## src/hdl/tosa_pkg.sv

```systemverilog
// ----------------------------------------------------------------------------
// tosa_pkg
// Shared sizes, codes and the exp table of the tiled attention block.
// ----------------------------------------------------------------------------
package tosa_pkg;

  localparam int MAX_ROWS = 64;
  localparam int MAX_DIM  = 64;
  localparam int ROW_W    = $clog2(MAX_ROWS);
  localparam int COL_W    = $clog2(MAX_DIM);
  localparam int ADDR_W   = ROW_W + COL_W;
  localparam int DEPTH    = MAX_ROWS * MAX_DIM;

  localparam int ELEM_W  = 16;
  localparam int CNT_W   = 7;
  localparam int SCALE_W = 16;
  localparam int DOT_W   = 38;
  localparam int SCORE_W = 32;
  localparam int ACC_W   = 32;
  localparam int TOT_W   = 32;
  localparam int EXP_W   = 17;
  localparam int EXPX_W  = SCORE_W + 1;
  localparam int FRAC_W  = 12;
  localparam int NUM_W   = ACC_W + FRAC_W;

  localparam logic [2:0] OP_LOAD_Q  = 3'd0;
  localparam logic [2:0] OP_LOAD_K  = 3'd1;
  localparam logic [2:0] OP_LOAD_V  = 3'd2;
  localparam logic [2:0] OP_COMPUTE = 3'd3;
  localparam logic [2:0] OP_READ    = 3'd4;

  localparam logic [1:0] CFG_SEQ_LEN     = 2'd0;
  localparam logic [1:0] CFG_HEAD_DIM    = 2'd1;
  localparam logic [1:0] CFG_BLOCK_LEN   = 2'd2;
  localparam logic [1:0] CFG_SCORE_SCALE = 2'd3;

  typedef struct packed {
    logic en;
    logic first;
  } mac_ctl_t;

  // 2^(-k/16) in Q1.16
  function automatic logic [EXP_W-1:0] pow2_tab(input logic [4:0] k);
    logic [EXP_W-1:0] t;
    unique case (k)
      5'd0:  t = 17'd65536;
      5'd1:  t = 17'd62757;
      5'd2:  t = 17'd60097;
      5'd3:  t = 17'd57549;
      5'd4:  t = 17'd55109;
      5'd5:  t = 17'd52773;
      5'd6:  t = 17'd50535;
      5'd7:  t = 17'd48393;
      5'd8:  t = 17'd46341;
      5'd9:  t = 17'd44376;
      5'd10: t = 17'd42495;
      5'd11: t = 17'd40693;
      5'd12: t = 17'd38968;
      5'd13: t = 17'd37316;
      5'd14: t = 17'd35734;
      5'd15: t = 17'd34219;
      default: t = 17'd32768;
    endcase
    return t;
  endfunction

endpackage

```

## src/hdl/tosa_score.sv

```systemverilog
// ----------------------------------------------------------------------------
// tosa_score
// Dot product accumulator and Q0.16 score scaling, two stages after the MAC.
// ----------------------------------------------------------------------------
module tosa_score import tosa_pkg::*; (
  input  logic                      clk,
  input  mac_ctl_t                  mac,
  input  logic signed [ELEM_W-1:0]  q,
  input  logic signed [ELEM_W-1:0]  k,
  input  logic [SCALE_W-1:0]        scale,
  output logic signed [SCORE_W-1:0] score
);

  localparam int SPLIT = 20;
  localparam int HI_W  = DOT_W - SPLIT;
  localparam int SH    = 28;

  logic signed [2*ELEM_W-1:0]     prod;
  logic signed [DOT_W-1:0]        dot_r;
  logic [SPLIT+SCALE_W-1:0]       lo_r;
  logic signed [HI_W+SCALE_W:0]   hi_r;
  logic signed [DOT_W+SCALE_W:0]  full;
  logic signed [SCORE_W-1:0]      score_r;

  assign prod = q * k;
  assign full = $signed({hi_r, {SPLIT{1'b0}}})
              + $signed({{(DOT_W+1-SPLIT){1'b0}}, lo_r});

  always_ff @(posedge clk) begin
    if (mac.en) begin
      dot_r <= mac.first ? DOT_W'(prod) : dot_r + DOT_W'(prod);
    end
    lo_r    <= dot_r[SPLIT-1:0] * scale;
    hi_r    <= $signed(dot_r[DOT_W-1:SPLIT]) * $signed({1'b0, scale});
    score_r <= SCORE_W'(full >>> SH);
  end

  assign score = score_r;

endmodule

```

## config.mk

```make
export PLATFORM = sky130hd
export DESIGN_NAME = tosa_score
export DESIGN_NICKNAME = d
export VERILOG_FILES = /design/src/hdl/tosa_pkg.sv /design/src/hdl/tosa_score.sv
export SDC_FILE = /design/constraint.sdc
export NUM_CORES = 2
export LEC_CHECK = 0
export BUFFER_PORTS_ARGS = -buffer_cell sky130_fd_sc_hd__buf_2
export CELL_PAD_IN_SITES_DETAIL_PLACEMENT = 1
export CELL_PAD_IN_SITES_GLOBAL_PLACEMENT = 1
export CORE_ASPECT_RATIO = 0.9
export CORE_MARGIN = 1.5
export CORE_UTILIZATION = 37
export CTS_BUF_LIST = sky130_fd_sc_hd__clkbuf_4
export DETAILED_ROUTE_END_ITERATION = 6
export PLACE_DENSITY = 0.69
export RECOVER_POWER = 50
export SLEW_MARGIN = 20
export SYNTH_ARGS = -nofsm -noshare
export SYNTH_HDL_FRONTEND = slang
export SYNTH_SLANG_ARGS = --single-unit
```

## constraint.sdc

```tcl
create_clock -name clk -period 25.2 [get_ports clk]
set_input_delay 2.52 -clock clk [delete_from_list [all_inputs] [get_ports clk]]
set_output_delay 2.52 -clock clk [all_outputs]
set_load 0.05 [all_outputs]
```

### Yosys cells after proc, flatten, opt, wreduce, memory -nomap -nowiden

Index checks and enable logic that the tools add are counted.

* output and inout bits: 32
* word-level logic and storage cells: 10
* flip-flop bits (word level): 136
* bits of input ports: 51

* multiply operators: 3
* $add $sub $neg: 2
* muxes and demuxes: 1

Operators by type and width (count)
* 55-bit by 37-bit adder with 55-bit output: 1
* 38-bit by 32-bit adder with 38-bit output: 1
* 38-bit 2-to-1 mux: 1
* 20-bit by 16-bit multiplier with 36-bit output: 1
* 18-bit by 17-bit multiplier with 35-bit output: 1
* 16-bit by 16-bit multiplier with 32-bit output: 1

### Logic depth before layout (Yosys ltp)

* depth in word-level cells: 3
* depth in mapped cells: 34
* gate-level depth less buffers: 33

### Worst setup path before layout

Ideal clock, no wire load.

* path kind: input -> register
* start point: input q[12]
* end point: register dot_r[37], data pin
* data arrival time: 9.591 ns
* path slack: 15.346 ns
* cell stages on the path: 31
* required time: 24.937 ns
* path through: clkbuf_1 > nand2_1 > fa_1 > fa_1 > fa_1 > inv_1 > fa_1 > fa_1 > inv_1 > fa_1 > inv_1 > ha_1 > a21o_1 > a21o_1 > a21o_1 > a21o_1 > a221oi_4 > o21ai_0 > a21oi_1 > xnor2_1 > ha_1 > inv_1 > nor2_1 > a311oi_1 > nand3b_1 > o21ai_1 > a41oi_1 > a211oi_2 > nor2_1 > a311oi_1 > xnor2_1

* cells in the longest elaborated chain, start to end: 3

Ends and longest elaborated chain
* start, declared: RTL line tosa_score.sv:8 `input logic signed [ELEM_W-1:0] q,`
* 16-bit by 16-bit multiplier with 32-bit output *: RTL line tosa_score.sv:25 `assign prod = q * k;`
* 38-bit by 32-bit adder with 38-bit output: RTL line tosa_score.sv:31 `dot_r <= mac.first ? DOT_W'(prod) : dot_r + DOT_W'(prod);`
* 38-bit 2-to-1 mux *: RTL line tosa_score.sv:31
* end signal, assigned: RTL line tosa_score.sv:31
* end, declared: RTL line tosa_score.sv:19 `logic signed [DOT_W-1:0] dot_r;`

Mark *: on every way between the ends. The rest lies on a longest branch, timed or not.
A chain may end at the register's enable or synchronous reset.

### Worst setup path in the final report

* start point: input q[0]
* end point: register dot_r[35], data pin

Same word-level chain as after synthesis.

==> summary.md <==
| Metric | Value |
|---|---|
| Synth unique cells | `73` |
| Synth area leader | `fa_1` |
| CTS max path bufs | `2` |
| FP Rows | `107` |
| Finish-stage setup viols | `0` |
| Worst stage delay on the critical path | `0.71 ns` |
| Total vias in the final route | `25300` |
| Pin count of the biggest net entering global routing | `66` |
| Kind of critical path | `in -> reg` |
| DR vias/cell | `4.91` |
| Post-Syn Area | `35700 um^2` |
| H-tree depth | `4` |
| Synth-to-Final Area Change | `5.19%` |
| Final Slew Violations | `78` |
| Initial DRC Count | `1033` |
| Die width | `331 um` |
| FMAX | `101 MHz` |
| Routed wl met2 | `43500 um` |
| Area of the multi-input gates | `29000 um^2` |
| CP Data Arrival Time | `10.38 ns` |
| Fin cells | `5152` |
| Max FO, Critical Path | `16` |
| Synth warn | `0` |
| Worst-path clk slew | `0.15 ns` |
| GP Congestion | `0.818` |
| Final Util | `39.5%` |
| CTS sink cnt | `116` |
| Antenna Nets Post-Route | `0` |
| Core Box Area | `95200 um^2` |
| Fill cell total of the finished layout | `11100` |
| CTS resizes | `0` |
| Seq/Total Area, Yosys | `7.56%` |
| Worst Path Required | `25.66 ns` |
| Slowest library cell on the worst path | `clkbuf_1` |
| Synth area leaders | `fa_1 (45%), ha_1 (12%), inv_1 (9.6%), nand2_1 (6.0%), and2_1 (6.0%)` |
| Number of synthesized flops with an enable pin | `38` |
| M1 WL | `44500 um` |
| Main flop type after synthesis | `dfxtp_1` |
| Top Metal Used | `met5` |
| Flop and latch count out of synthesis | `116` |
| Count leader, synth | `inv_1` |
| Die Footprint | `98500 um^2` |
| Setup tns final | `0 ns` |
| Global-route wire length before repair | `156000 um` |
| Root buf cell | `clkbuf_4` |
| Avg Cell Area, Syn | `9.15 um^2` |
| All-Layer GR Usage | `19.9%` |
| Min-Delay Path Class | `reg -> reg` |
| DRC viols | `0` |
| CP most frequent cell | `fa_1` |
| # hold bufs at CTS | `0` |
| Max-cap viol count | `3` |
| Number of post-CTS setup repair buffers | `0` |
| Syn Inst Count | `3906` |
| RSZ-0062 raised after global routing | `no` |
| Vias in the first global route | `28900` |
| Failing checks | `capacitance limit, slew limit` |
| Port buffer count | `82` |
| Initial antenna violation count | `5` |
| DR WL/cell | `17.9 um` |
| Asr flop ratio synth | `0%` |
| Fin nets | `5069` |
| Reg area | `2700 um^2` |
| Cells after DPL | `5117` |
| Run status | `finished with violations` |
| Wire length on met3 | `3080 um` |
| DRT Pass-1 Iters | `5` |
| Syn Nets | `5092` |
| Hpwl dp | `74600 um` |
| Initial Util | `37.6%` |
| Layout cells sized above 1 | `3.57%` |
| Top cells by instance count after synthesis | `inv_1 (910), fa_1 (805), nand2_1 (574)` |
| Worst-Margin Slew | `2.36 ns` |
| Die height | `298 um` |
| Clk_lat worst skew | `0.71 ns` |
| Period utilization | `39.3%` |
| I/O Pins | `83` |
| Relative slew slack | `-57.2%` |
| Startpoint type of the worst setup path | `input pin` |
| Worst Setup End Kind | `register` |
| GR Overflow Total | `0` |
| Final hold vios | `0` |
| Tmin final | `9.91 ns` |
| Share of Yosys cell area claimed by the top area cell type | `45.1%` |
| CTS buffer count | `17` |
| DRT Wirelength | `92300 um` |
| CTS tree | `yes` |
| Max Clock Skew | `0.0376 ns` |
-- cells in the final DEF (no fill, tap or decap), types with 22 or more instances in the layout --
cell	instances
o21ai_0	79
dfxtp_1	78
buf_4	26
fa_1	805
ha_1	330
nand2_1	574
nor2_1	77
clkbuf_1	31
edfxtp_1	38
a21o_1	61
a21oi_1	92
inv_1	910
and2_1	338
xnor2_1	100
xor2_1	40
buf_2	52
nand3_1	22
-- final timing paths --
| check | from | endpoint | slack (ns) | cells past startpoint |
|---|---|---|---|---|
| worst min register to register | hi_r[34] | score[26] | 0.45 | 1 |
| worst min-delay path | hi_r[34] | score[26] | 0.45 | 1 |
| worst max-delay path | q[0] | dot_r[35] | 15.29 | 29 |
| worst max register to register | dot_r[11] | lo_r[34] | 17.77 | 22 |
-- layout make-up --
class | count | share of cell area (%)
Clock inverter | 15 | 0.472
Inverter | 910 | 9.08
Sequential cell | 116 | 7.19
Multi-Input combinational cell | 2729 | 77.2
Clock buffer | 17 | 0.339
Antenna cell | 3 | 0.0200
Tap cell | 1253 | 4.17
Timing Repair Buffer | 109 | 1.52
-- state kept, by name, summed over array words and instances, names as in the netlist --
name / count
dot_r: 38
score: 27
hi_r: 35
lo_r: 16
-- routing by layer --
| layer | vias up | track usage [%] |
|---|---|---|
| met1 | 13300 | 28.1 |
| met5 | - | 0 |
| li1 | 11600 | - |
| met4 | 4 | 4.02 |
| met2 | 361 | 32.9 |
| met3 | 75 | 2.14 |
-- stage by stage --
step	hold WS (ns)	worst slack [ns]	cell area, um^2
floorplan	0.413	15.35	35700
global placement	0.426	14.66	37300
detailed placement	0.431	14.61	37300
CTS	0.451	15.45	37600
global route	0.460	14.74	37600
finish	0.446	15.29	37600
-- critical path, delay by kind of cell --
kind                     cells  cell delay (ns)
AND/OR/NAND/NOR              1             0.28
adder cells (fa/ha/maj)      8             3.55
XOR/XNOR                     2             0.41
buffers and inverters        4             0.85
AO/OA/AOI/OAI               14             2.75
-- kinds of logic (layout without fill, tap and decap cells) --
logic type	count (synthesis)	count (layout)	synth area share (%)
buffers and inverters	1061	1051	11.2
AND/OR/NAND/NOR	1100	1100	14.6
flip-flops	116	116	7.56
XOR/XNOR	140	140	3.43
other	0	3	0
multiplexers	8	8	0.252
AO/OA/AOI/OAI	346	346	6.33
adder cells (fa/ha/maj)	1135	1135	56.6
Power is left out: the tool's default activity adds up to more than one toggle a clock period on the data nets, which glitch-free logic cannot reach.
