## src/hdl/tosa_pkg.sv

```systemverilog
// ----------------------------------------------------------------------------
// tosa_pkg
// Shared sizes, codes and the exp table of the tiled attention block.
// ----------------------------------------------------------------------------
package tosa_pkg;

  localparam int MAX_ROWS = 64;
  localparam int MAX_DIM  = 64;
  localparam int ROW_W    = $clog2(MAX_ROWS);
  localparam int COL_W    = $clog2(MAX_DIM);
  localparam int ADDR_W   = ROW_W + COL_W;
  localparam int DEPTH    = MAX_ROWS * MAX_DIM;

  localparam int ELEM_W  = 16;
  localparam int CNT_W   = 7;
  localparam int SCALE_W = 16;
  localparam int DOT_W   = 38;
  localparam int SCORE_W = 32;
  localparam int ACC_W   = 32;
  localparam int TOT_W   = 32;
  localparam int EXP_W   = 17;
  localparam int EXPX_W  = SCORE_W + 1;
  localparam int FRAC_W  = 12;
  localparam int NUM_W   = ACC_W + FRAC_W;

  localparam logic [2:0] OP_LOAD_Q  = 3'd0;
  localparam logic [2:0] OP_LOAD_K  = 3'd1;
  localparam logic [2:0] OP_LOAD_V  = 3'd2;
  localparam logic [2:0] OP_COMPUTE = 3'd3;
  localparam logic [2:0] OP_READ    = 3'd4;

  localparam logic [1:0] CFG_SEQ_LEN     = 2'd0;
  localparam logic [1:0] CFG_HEAD_DIM    = 2'd1;
  localparam logic [1:0] CFG_BLOCK_LEN   = 2'd2;
  localparam logic [1:0] CFG_SCORE_SCALE = 2'd3;

  typedef struct packed {
    logic en;
    logic first;
  } mac_ctl_t;

  // 2^(-k/16) in Q1.16
  function automatic logic [EXP_W-1:0] pow2_tab(input logic [4:0] k);
    logic [EXP_W-1:0] t;
    unique case (k)
      5'd0:  t = 17'd65536;
      5'd1:  t = 17'd62757;
      5'd2:  t = 17'd60097;
      5'd3:  t = 17'd57549;
      5'd4:  t = 17'd55109;
      5'd5:  t = 17'd52773;
      5'd6:  t = 17'd50535;
      5'd7:  t = 17'd48393;
      5'd8:  t = 17'd46341;
      5'd9:  t = 17'd44376;
      5'd10: t = 17'd42495;
      5'd11: t = 17'd40693;
      5'd12: t = 17'd38968;
      5'd13: t = 17'd37316;
      5'd14: t = 17'd35734;
      5'd15: t = 17'd34219;
      default: t = 17'd32768;
    endcase
    return t;
  endfunction

endpackage

```

## src/hdl/tosa_div.sv

```systemverilog
// ----------------------------------------------------------------------------
// tosa_div
// Serial restoring divider, one quotient bit per cycle.
// ----------------------------------------------------------------------------
module tosa_div import tosa_pkg::*; (
  input  logic             clk,
  input  logic             rst_n,
  input  logic             start,
  input  logic [NUM_W-1:0] num,
  input  logic [TOT_W-1:0] den,
  output logic             done,
  output logic [NUM_W-1:0] quo
);

  localparam int STEP_W = $clog2(NUM_W);

  logic              busy_r, done_r;
  logic [STEP_W-1:0] cnt_r;
  logic [TOT_W:0]    rem_r;
  logic [NUM_W-1:0]  quo_r;
  logic [TOT_W:0]    rem_sh;
  logic              fit;

  assign rem_sh = {rem_r[TOT_W-1:0], quo_r[NUM_W-1]};
  assign fit    = rem_sh >= {1'b0, den};

  always_ff @(posedge clk) begin
    if (!rst_n) begin
      busy_r <= 1'b0;
      done_r <= 1'b0;
    end else begin
      done_r <= 1'b0;
      if (start) begin
        busy_r <= 1'b1;
        cnt_r  <= STEP_W'(NUM_W - 1);
        rem_r  <= '0;
        quo_r  <= num;
      end else if (busy_r) begin
        rem_r <= fit ? rem_sh - {1'b0, den} : rem_sh;
        quo_r <= {quo_r[NUM_W-2:0], fit};
        if (cnt_r == '0) begin
          busy_r <= 1'b0;
          done_r <= 1'b1;
        end else begin
          cnt_r <= cnt_r - 1'b1;
        end
      end
    end
  end

  assign done = done_r;
  assign quo  = quo_r;

endmodule

```

## config.mk

```make
export PLATFORM = sky130hd
export DESIGN_NAME = tosa_div
export DESIGN_NICKNAME = d
export VERILOG_FILES = /design/src/hdl/tosa_pkg.sv /design/src/hdl/tosa_div.sv
export SDC_FILE = /design/constraint.sdc
export NUM_CORES = 1
export LEC_CHECK = 0
export ABC_AREA = 0
export BUFFER_PORTS_ARGS = -buffer_cell sky130_fd_sc_hd__buf_2
export CAP_MARGIN = 25
export CORE_MARGIN = 2
export CORE_UTILIZATION = 50
export CTS_CLUSTER_SIZE = 25
export DETAILED_ROUTE_END_ITERATION = 16
export PLACE_DENSITY = 0.73
export SLEW_MARGIN = 20
export SYNTH_ARGS = -nofsm -noshare
export SYNTH_HDL_FRONTEND = slang
export SYNTH_SLANG_ARGS = --single-unit
```

## constraint.sdc

```tcl
create_clock -name clk -period 3.4 [get_ports clk]
set_input_delay 0.17 -clock clk [delete_from_list [all_inputs] [get_ports clk]]
set_output_delay 0.17 -clock clk [all_outputs]
set_load 0.01 [all_outputs]
```

; Yosys cells after proc, flatten, opt, wreduce, memory -nomap -nowiden
; Index checks and enable logic that the tools add are counted.
; Widths: inputs -> output; s select.
[totals]
reg_bits = 84
output_inout_bits = 45
word_cells = 26
[classes]
addsub = 2
n_lt_le_gt_ge = 1
eq_ne = 1
n_mux = 10
bitwise_logic = 2
n_reduce_logical = 5
[op_table]
columns = op, count
row1 = $mux 44, 2
row2 = $mux 32, 2
row3 = $ge 33x32->1, 1
row4 = $sub 32x32->32, 1
row5 = $mux 6, 2
row6 = $logic_not 6->1, 1
row7 = $sub 6x1->6 const B, 1
row8 = $mux 1, 4
row9 = $reduce_and 3->1, 1
row10 = $reduce_or 3->1, 1
row11 = $ne 2x2->1 const B, 1
row12 = $not 1->1, 2
row13 = $reduce_and 2->1, 1
row14 = $reduce_bool 2->1, 1

; Longest topological paths before layout
[logic_depth]
ltp_word = 4
depth_mapped = 13

; Worst setup path after synthesis
; No wires, ideal clock.
[synth_path]
path_type = input-to-reg
start = in start
end = reg cnt_r[0] (enable)
setup_ps = 354
arrival_time_ps = 2774
path_slack_ps = 272
path_stages = 3
path_cell_list = buf_1 -> o21a_1 -> nor2b_1
[synth_between]
elab_chain_len = 2
[synth_lines]
columns = item, line
row1 = start: declaration, tosa_div.sv:8  ; input logic start,
row2 = $ne 2x2->1 (no source line) or $reduce_bool 2->1 (tied branches), --
row3 = $reduce_and 3->1 (no source line) (*), --
row4 = end signal: assignment, tosa_div.sv:35  ; cnt_r <= STEP_W'(NUM_W - 1);
row5 = end signal: assignment, tosa_div.sv:45  ; cnt_r <= cnt_r - 1'b1;
row6 = end: declaration, tosa_div.sv:18  ; logic [STEP_W-1:0] cnt_r;
; Every way passes the cells marked *; elsewhere a longest branch is shown, timed or not.
; A chain may end at the register's enable or synchronous reset.

; Final worst setup path
[layout_path]
start = reg rem_r[7]
end = reg rem_r[31], data pin
[layout_between]
elab_chain_len = 3
[layout_lines]
columns = item, line
row1 = start: declaration, tosa_div.sv:19  ; logic [TOT_W:0] rem_r;
row2 = start signal: assignment, tosa_div.sv:39  ; rem_r <= fit ? rem_sh - {1'b0, den} : rem_sh;
row3 = $sub 32x32->32 or $ge 33x32->1 (tied branches), "tosa_div.sv:39, tosa_div.sv:25"
row4 = $mux 32 (*), tosa_div.sv:39
row5 = $mux 32 (*), tosa_div.sv:38  ; end else if (busy_r) begin
; Every way passes the cells marked *; elsewhere a longest branch is shown, timed or not. The select of a mux whose other input is x is not followed.

==> impl_metrics.json <==
{
  "clock_latency_ns": 0.37,
  "grt_util_all_layers_pct": 22.2,
  "min_path_type": "in -> reg",
  "finalSetupViolations": 0,
  "drive_gt1_share_pct": 30.7,
  "synth_top_area_share_pct": 43.8,
  "place_congestion": 0.890,
  "final.setup.worst_slack_ns": 0.329,
  "overflow": 0,
  "worstPathArrival_ns": 3.20,
  "route.detailed.drc": 0,
  "synth.distinct_cells": 61,
  "antenna_found_initial": 0,
  "grt_pass1_wl_mm": 21.2,
  "syn_avg_cell_area_sq_um": 10.3,
  "ys_warn_count": 0,
  "die-area_sq_um": 12100,
  "ys_seq_elements": 84,
  "grt_pass1_vias": 4562,
  "antenna_left": 0,
  "crit_path_start": "rem_r[7]",
  "pre_cts_ws_ns": 0.247,
  "slew_violations": 0,
  "wl_per_cell_um": 15.9,
  "r2r-start": "rem_r[7]",
  "cts_sinks": 84,
  "final-hold-violation-count": 0,
  "cts_buffer_depth": 2,
  "seq_area_frac_synth_pct": 44.5,
  "min-delay-start": "rst_n",
  "cts_max_level": 3,
  "fin_crit_ns": 3.07,
  "p_leak_nw": 2.85,
  "avgViaCountPerCell": 5.57,
  "syn_area_sq_um": 5620,
  "path_clk_slew_ns": 0.10,
  "rsz0062_at_grt": "false",
  "first_pass_iters": 5,
  "core_region_area_sq_um": 10900,
  "finalSetupTns_ns": 0,
  "cts_tree": "built",
  "fin_nets": 781,
  "final_common_cell": "buf_2",
  "worstSetupPathType": "reg -> reg",
  "worst_pin_slew_ns": 0.915,
  "drt-initial-drc-count": 252,
  "critPathCaptureType": "register",
  "cts_buffers": 9,
  "yosys.area.top_type": "edfxtp_1",
  "cap_violations": 0,
  "initial_utilization_pct": 51.6,
  "relSlewSlack_pct": 39.0,
  "port_buffers": 123,
  "fin_crit_sh_pct": 90.3,
  "grt_start_max_net_pins": 76,
  "worstPathMaxFanout": 12,
  "async_flop_share_pct": 0,
  "synthToLayoutAreaGrowth_pct": 17.0,
  "cts_root_buf": "clkbuf_8",
  "synth_edf_count": 82,
  "rows": 38,
  "syn_nets": 661,
  "powerDensity_nw_per_um2": 456,
  "worst_hold_slack_ns": 0.0773,
  "io_pins": 124,
  "finalPower_mw": 3.00,
  "r2r_setup_slack_ns": 0.33,
  "final_cell_mix": "buf_2, edfxtp_1, nand2_1",
  "outcome": "complete, no violations",
  "wirelength_mm": 12.9,
  "synth_cells": 547,
  "antenna_cells": 0,
  "synth_flop_cell": "edfxtp_1",
  "dieWidth_um": 110,
  "startpoint_type": "register",
  "hpwlAfterDp_mm": 9.46,
  "dr_total_vias": 4520,
  "yosys-top-cells-area": "edfxtp_1, mux2_2, ha_1",
  "fp.dieH_um": 110,
  "max_freq_ghz": 0.326,
  "cp.required_ns": 3.53,
  "skew_ns": 0.0134,
  "irDropWorstVdd_mv": 0.292
}
==> final cells by class <==
cell class | count | area (sq um)
Inverter | 44 | 165
Clock inverter | 7 | 104
Fill cell | 927 | 4310
Sequential cell | 84 | 2500
Clock buffer | 9 | 124
Timing Repair Buffer | 129 | 661
Tap cell | 140 | 175
Multi-Input combinational cell | 399 | 2850
==> path summary, 6_finish.rpt <==
kind | to | depth (start not counted)
setup / recovery | rem_r[31] | 10
hold reg to reg | done | 1
setup reg to reg | rem_r[31] | 10
hold / removal | done | 2
==> flip-flops by register name (all words and copies together), names as in the netlist <==
register and count:
busy_r 1, cnt_r 6, done 1, quo 44, rem_r 32
==> power breakdown <==
part           internal, mW  switching [mW]
registers              1.25          0.0439
clock network         0.424           0.422
logic                 0.373           0.488
==> stage by stage <==
step	instances	area (sq um)	util, %
detailed placement	796	6340	58.3
global placement	796	6340	58.3
floorplan	547	5620	-
finish	812	6580	60.4
CTS	812	6570	60.4
global route	812	6580	60.4
==> cell usage after synthesis, drive strengths merged, types with 2 or more instances <==
| master | count |
|---|---|
| o21a | 5 |
| xor2 | 10 |
| and2 | 5 |
| or3 | 5 |
| mux2i | 2 |
| o211ai | 3 |
| a21boi | 4 |
| buf | 14 |
| dfxtp | 2 |
| nand3b | 2 |
| and4 | 3 |
| o22ai | 3 |
| nor2 | 42 |
| xnor2 | 13 |
| inv | 44 |
| nor3 | 11 |
| nand4 | 5 |
| a21o | 9 |
| nor2b | 5 |
| a211oi | 14 |
| a21oi | 46 |
| nand2b | 5 |
| edfxtp | 82 |
| and3 | 9 |
| clkbuf | 6 |
| o31ai | 3 |
| o21ai | 26 |
| nand2 | 55 |
| nor4 | 2 |
| ha | 34 |
| mux2 | 44 |
| nand3 | 14 |
==> logic make-up (layout without fill, tap and decap cells) <==
| kind of cell | after synthesis | after routing | synth area share (%) |
|---|---|---|---|
| buffers and inverters | 64 | 189 | 5.10 |
| multiplexers | 46 | 46 | 9.24 |
| XOR/XNOR | 23 | 23 | 3.58 |
| flip-flops | 84 | 84 | 44.5 |
| AND/OR/NAND/NOR | 167 | 167 | 14.1 |
| adder cells (fa/ha/maj) | 35 | 35 | 7.92 |
| AO/OA/AOI/OAI | 128 | 128 | 15.6 |
==> layer usage <==
layer | vias up | global-route usage, % | share of wire [%]
li1 | 2245 | - | -
met1 | 2116 | 28.5 | 44
met2 | 143 | 36.5 | 47
met3 | 16 | 5.70 | 7.6
met4 | 0 | 7.32 | 1.5
met5 | - | 0 | 0
==> critical path, cell delays in order (launching register included) <==
cell,delay [ns]
edfxtp_1,0.41
ha_1,0.45
and4_2,0.29
nand2_1,0.07
a211oi_2,0.28
o2111ai_2,0.16
a211oi_2,0.34
nor2_4,0.14
buf_4,0.20
and3_1,0.18
a311o_1,0.31
==> repair_timing <==
action                                  CTS  global route
gates resized for setup                   0             2
hold buffers                              0             0
setup buffers                             0             0
endpoints found under the hold margin     0             0
endpoints found under the setup margin    0             2
No activity file was read; power rests on OpenSTA's default activity.
